===== config.mk =====
export PLATFORM = sky130hd
export DESIGN_NAME = gbia_div
export DESIGN_NICKNAME = d
export VERILOG_FILES = /design/src/grouped_bitmap_inode_allocator_defines.svh /design/src/gbia_pkg.sv /design/src/gbia_div.sv
export SDC_FILE = /design/constraint.sdc
export NUM_CORES = 1
export LEC_CHECK = 0
export BUFFER_PORTS_ARGS = -buffer_cell sky130_fd_sc_hd__buf_2
export CORE_MARGIN = 1
export CORE_UTILIZATION = 60
export CTS_CLUSTER_DIAMETER = 60
export DETAILED_ROUTE_END_ITERATION = 6
export GPL_TIMING_DRIVEN = 0
export HOLD_SLACK_MARGIN = 0.08
export PLACE_DENSITY = 0.86
export SYNTH_ARGS = -nofsm -noshare
export SYNTH_HDL_FRONTEND = slang
export SYNTH_SLANG_ARGS = --single-unit

===== constraint.sdc =====
create_clock -name clk -period 12 [get_ports clk]
set_clock_uncertainty 0.1 [all_clocks]
set_input_delay 1.2 -clock clk [delete_from_list [all_inputs] [get_ports clk]]
set_output_delay 1.2 -clock clk [all_outputs]
set_load 0.01 [all_outputs]

===== src/grouped_bitmap_inode_allocator_defines.svh =====
// assertion macros used by the inode allocator top level
`ifndef GROUPED_BITMAP_INODE_ALLOCATOR_DEFINES_SVH
`define GROUPED_BITMAP_INODE_ALLOCATOR_DEFINES_SVH

`ifndef SYNTHESIS

// general property, checking off while reset is high
`define GBIA_ASSERT(lbl, clk_sig, rst_sig, prop, msg) \
  lbl: assert property (@(posedge clk_sig) disable iff (rst_sig) prop) else $error(msg);

// same-cycle implication, checking off while reset is high
`define GBIA_ASSERT_IMPLY(lbl, clk_sig, rst_sig, ante, cons, msg) \
  lbl: assert property (@(posedge clk_sig) disable iff (rst_sig) (ante) |-> (cons)) \
    else $error(msg);

`else

`define GBIA_ASSERT(lbl, clk_sig, rst_sig, prop, msg)

`define GBIA_ASSERT_IMPLY(lbl, clk_sig, rst_sig, ante, cons, msg)

`endif

`endif


===== src/gbia_pkg.sv =====
// shared constants and types of the inode allocator
package gbia_pkg;

  localparam int INODE_W    = 18;
  localparam int STATUS_W   = 3;
  localparam int GROUPS_W   = 5;
  localparam int COUNT_W    = 14;
  localparam int CFG_IDX_W  = 1;
  localparam int CFG_DATA_W = 18;

  localparam logic MODE_ALLOC = 1'b0;
  localparam logic MODE_FREE  = 1'b1;

  localparam logic [STATUS_W-1:0] ST_OK       = 3'd0;
  localparam logic [STATUS_W-1:0] ST_NONE     = 3'd1;
  localparam logic [STATUS_W-1:0] ST_RESERVED = 3'd2;
  localparam logic [STATUS_W-1:0] ST_ALREADY  = 3'd3;
  localparam logic [STATUS_W-1:0] ST_RANGE    = 3'd4;

  localparam logic [CFG_IDX_W-1:0] CFG_GROUPS     = 1'b0;
  localparam logic [CFG_IDX_W-1:0] CFG_FIRST_FREE = 1'b1;

  localparam logic [GROUPS_W-1:0] GROUPS_RESET     = 5'd16;
  localparam logic [INODE_W-1:0]  FIRST_FREE_RESET = 18'd11;

  // divisor select of the constant divider
  localparam logic DIV_GROUP = 1'b0;
  localparam logic DIV_WORD  = 1'b1;

  typedef struct packed {
    logic start;
    logic sel;
  } div_ctl_t;

endpackage


===== src/gbia_div.sv =====
// two-stage divider by one of two constants, reciprocal multiply
module gbia_div #(
  parameter int N  = 24,
  parameter int D0 = 8192,
  parameter int D1 = 32
) (
  input  logic                clk,
  input  logic                rst,
  input  gbia_pkg::div_ctl_t  ctl,
  input  logic [N-1:0]        x,
  output logic                valid,
  output logic [N-1:0]        q,
  output logic [N-1:0]        r
);
  import gbia_pkg::*;

  localparam int S0 = N + $clog2(D0);
  localparam int S1 = N + $clog2(D1);
  localparam int PW = 2 * N + 1;
  // rounded-up reciprocals, exact for every N-bit dividend
  localparam logic [63:0] M0 = ((64'd1 << S0) + 64'(D0) - 64'd1) / 64'(D0);
  localparam logic [63:0] M1 = ((64'd1 << S1) + 64'(D1) - 64'd1) / 64'(D1);

  logic          s1_valid;
  logic          s1_sel;
  logic [N-1:0]  s1_x;
  logic [PW-1:0] s1_prod;
  logic [N:0]    recip;
  logic [PW-1:0] qw;
  logic [N-1:0]  q_c;
  logic [N-1:0]  dsel;
  logic [N-1:0]  back;

  always_comb begin
    recip = (ctl.sel == DIV_WORD) ? M1[N:0] : M0[N:0];
    qw    = (s1_sel == DIV_WORD) ? (s1_prod >> S1) : (s1_prod >> S0);
    q_c   = qw[N-1:0];
    dsel  = (s1_sel == DIV_WORD) ? N'(D1) : N'(D0);
    back  = N'(q_c * dsel);
  end

  always_ff @(posedge clk) begin
    if (rst) begin
      s1_valid <= 1'b0;
      valid    <= 1'b0;
    end else begin
      s1_valid <= ctl.start;
      valid    <= s1_valid;
    end
  end

  always_ff @(posedge clk) begin
    s1_sel  <= ctl.sel;
    s1_x    <= x;
    s1_prod <= PW'(x) * PW'(recip);
    q       <= q_c;
    r       <= s1_x - back;
  end

endmodule

Word level (Yosys, flattened, before mapping)
Index checks and enable logic that the tools add are counted.

Add/sub/neg operators: 1. Multiply operators: 1. Multiplexer cells: 2.

Operators with widths (number): $mul 19x14->24 (1); $sub 24x24->24 (1); $mux 19 (1); $mux 14 (1).

Flip-flop bits (word level): 70. Input bits: 28. Output and inout port bits: 49.

Depth between registers and ports, before layout
Word-level depth: 3. Gate-level depth with buffers: 17. Gate-level depth less buffers: 16.

Worst setup path before layout
Ideal clock, no wire load.

Path type: reg2reg. Start: reg s1_sel. End: reg r[22]. Arrival time: 3.612 ns. Path slack: 8.217 ns. Cell stages (with the launch flop): 16. Path buffers: 2. Period minus slack after synthesis: 3.783 ns. Cell sequence: dfxtp_1 -> clkbuf_1 -> clkbuf_1 -> and2_1 -> ha_1 -> fa_1 -> ha_1 -> ha_1 -> inv_1 -> ha_1 -> nand4_1 -> or2_1 -> a311oi_2 -> nor3_1 -> o31ai_2 -> xor2_1.

Cells in the longest elaborated chain, start to end: 3. Elaborated cells on any way between the ends: 4. Classes of those cells: add/sub (1); mul (1); mux (2).

Ends and longest elaborated chain: start, declared (line gbia_div.sv:25) `logic s1_sel;`; start signal, assigned (line gbia_div.sv:53) `s1_sel <= ctl.sel;`; $mux 19 or $mux 14 (tied branches) (line gbia_div.sv:36, gbia_div.sv:38); $mul 19x14->24 * (line gbia_div.sv:39) `back = N'(q_c * dsel);`; $sub 24x24->24 * (line gbia_div.sv:57) `r <= s1_x - back;`; end signal, assigned (line gbia_div.sv:57); end, declared (line gbia_div.sv:13) `output logic [N-1:0] r`.

Mark *: on every way between the ends. The rest lies on a longest branch, timed or not. A chain may end at the register's enable or synchronous reset.

Worst setup path in the final report
Same ends and word-level chain as after synthesis.

==> impl_metrics.yaml <==
outcome:
  status: "completed"
critical_path:
  end_kind: "flop"
  critPathLaunch: "s1_sel$_DFF_P_"
  worstSetupStartpointType: "flop"
  r2r-start: "s1_sel$_DFF_P_"
  slowest_stage: "fa_1"
  cp.arrival_ns: 4.63
  path_cells: "clkbuf_1 -> clkbuf_1 -> and2_1 -> ha_1 -> fa_1 -> ha_1 -> ha_1 -> inv_1 -> ha_1 -> nand4_1 -> or2_1 -> a311oi_2 -> nor3_1 -> o31ai_2 -> xor2_1"
  path_depth: 15
  cpMostUsedCell: "ha_1"
  crit_path_end: "r[22]$_DFF_P_"
  slowest_delay_ns: 0.47
  cp_max_fo: 10
  critical_path_buf_inv_count: 3
  cp.required_ns: 12.18
  r2r-end: "r[22]$_DFF_P_"
  worstSetupPathType: "flop to flop"
  r2r_cells: 15
  rrSetupSlack_ns: 7.56
  critical_path.top_delay_family: "adder cells"
synthesis:
  netlist_instances: 406
  synthesis.area_mm2: 0.00396
  async_flop_share_pct: 0
  synth_edf_count: 0
  yosysTopAreaCell: "dfxtp_1"
  yosys_warnings: 0
  yosysTopAreaCellShare_pct: 35.4
  synth.avg_cell_area_um2: 9.75
  synth_seq_cells: 70
  ys_types: 44
  ys.flop_type: "dfxtp_1"
  synth_area_leaders: "dfxtp_1 (35%), ha_1 (21%), fa_1 (7.1%)"
  seq_area_frac_synth_pct: 35.4
global_routing:
  grt_max_degree: 13
  grt_usage_pct: 23.0
  grt_pass1_vias: 2874
  grt_pass1_wl_mm: 12.5
  grt-ovfl-total: 0
  antenna_found_initial: 0
sta:
  setup_viol: 0
  period_needed_ns: 4.44
  slew_violations: 0
  max_freq_mhz: 225
  period_share_pct: 37.0
  setup_tns_ns: 0
  setup_ws_ns: 7.56
  hold_violations: 0
  rsz0062_at_grt: "false"
routing:
  drt-initial-drc-count: 144
  via_per_inst: 5.05
  drcViolationCount: 0
  wl_mm: 7.45
  wl_per_cell_um: 12.8
  drt.antenna.violating_nets: 0
  via_count: 2938
  first_pass_iters: 4
power_and_ir_drop:
  p_per_area_mw_per_mm2: 170
  swShare_pct: 35.2
  leakagePower_nw: 2.37
  seqPwrFrac_pct: 36.7
  ir_drop_mv: 0.126
  fin_total_pwr_mw: 0.787
  pwr-share-clk_pct: 23.1
  power_frac_comb_pct: 40.2
  p_switching_mw: 0.277
  p_int_mw: 0.510
worst_hold_path:
  hold_path.class: "flop to flop"
floorplan:
  start_util_pct: 62.3
  dieArea_mm2: 0.00692
  rows: 29
  fp.coreArea_mm2: 0.00635
  ios: 77
  die_h_um: 83.2
  die_w_um: 83.2
flow_run:
  drv_cap: 0
cells_and_area:
  stdcell_count: 582
  num_antenna_cells: 0
  mostFrequentLayoutCells: "buf_2 (74), dfxtp_1 (70), ha_1 (65)"
  n_fill_cell: 458
  area_delta_synth_final_pct: 17.4
  drive_gt1_share_pct: 21.2
  final_common_cell: "buf_2"
  fin_nets: 608
  finish.utilization_pct: 73.1
placed_design:
  gp_congestion: 0.905
  port_buffers: 71
  place_ws_ns: 7.66
  dp_cells: 567
  dpl.hpwl_mm: 5.78
cts:
  numCtsBuffers: 9
  clkTransAtPathRegs_ns: 0.08
  cts_setup_buffers: 0
  insertion_delay_ns: 0.35
  cts_max_path_buffers: 2
  cts_tree: "done"
  ctsHoldBuffers: 0
  h-tree-depth: 3
  cts.sinks: 70
  cts_resized: 0
  root_buffer: "clkbuf_8"
==> worst min path at each step <==
stage / from / end / depth (start not counted)
after floorplan: s1_valid$_SDFF_PP0_ / valid$_SDFF_PP0_ / 1
after global placement: s1_valid$_SDFF_PP0_ / valid$_SDFF_PP0_ / 1
after detailed placement: s1_valid$_SDFF_PP0_ / valid$_SDFF_PP0_ / 1
after CTS: s1_valid$_SDFF_PP0_ / valid$_SDFF_PP0_ / 1
after global routing: s1_valid$_SDFF_PP0_ / valid$_SDFF_PP0_ / 1
final: s1_valid$_SDFF_PP0_ / valid$_SDFF_PP0_ / 1
==> cell usage after synthesis, types with 2 or more instances <==
cell	instances
a211oi_1	2
a21o_1	11
a21oi_1	20
a31oi_1	3
and2_1	15
and3_1	2
buf_2	3
buf_4	5
clkbuf_1	8
conb_1	2
dfxtp_1	70
fa_1	14
ha_1	65
inv_1	64
nand2_1	16
nand2b_1	8
nand3_1	7
nand4_1	4
nor2_1	13
nor2b_1	8
nor3_1	4
o211ai_1	2
o21ai_0	6
o21ai_1	4
o21bai_1	3
o31ai_2	2
or2_2	3
xnor2_1	17
xor2_1	10
==> layer usage <==
layer	wire, µm	track usage (%)	part of all wire, %
met5	0	0	0
met4	133	8.15	1.8
met3	368	6.66	4.9
met2	3760	39.6	50
met1	3190	27.1	43
==> flip-flops by register name, summed over array words and instances (netlist names) <==
register	count
q	19
r	24
s1_prod	24
s1_sel	1
s1_valid	1
valid	1
==> metrics by stage <==
| step | cell area (µm²) | hold slack [ns] |
|---|---|---|
| 6_report | 4640 | 0.348 |
| 5_1_grt | 4640 | 0.376 |
| 4_1_cts | 4640 | 0.361 |
| 3_5_place_dp | 4460 | 0.346 |
| 3_3_place_gp | 4460 | 0.321 |
| 2_1_floorplan | 4010 | 0.314 |
==> final cells by class <==
cell class / count / area [µm²] / area share [%]
sequential: 70 / 1400 / 30.2
timing repair buffer: 71 / 355 / 7.65
inverter: 65 / 244 / 5.25
multi-input combinational: 267 / 2270 / 49.0
clock buffer: 9 / 124 / 2.67
clock inverter: 6 / 62.6 / 1.35
buffer: 17 / 86.3 / 1.86
tap: 77 / 96.3 / 2.07
==> power by group through the flow <==
| stage | logic, mW | registers [mW] | clock network (mW) |
|---|---|---|---|
| 2_1_floorplan | 0.203 | 0.317 | 0 |
| 3_3_place_gp | 0.301 | 0.294 | 0 |
| 3_5_place_dp | 0.311 | 0.295 | 0 |
| 4_1_cts | 0.315 | 0.290 | 0.186 |
| 5_1_grt | 0.353 | 0.293 | 0.198 |
| 6_report | 0.316 | 0.289 | 0.182 |
==> kinds of logic (layout without fill, tap and decap cells) <==
logic type | after synthesis | count (layout) | share of synthesized area (%)
and+or+nand+nor | 85 | 85 | 11.5
other | 2 | 15 | 0.190
AOI/OAI and AO/OA | 60 | 60 | 10.7
muxes | 1 | 1 | 0.285
xor gates and xnor gates | 27 | 27 | 5.98
adders and majority gates | 79 | 79 | 27.6
buffers and inverters | 82 | 168 | 8.35
DFF | 70 | 70 | 35.4
Power figures use the tool's default switching activity.
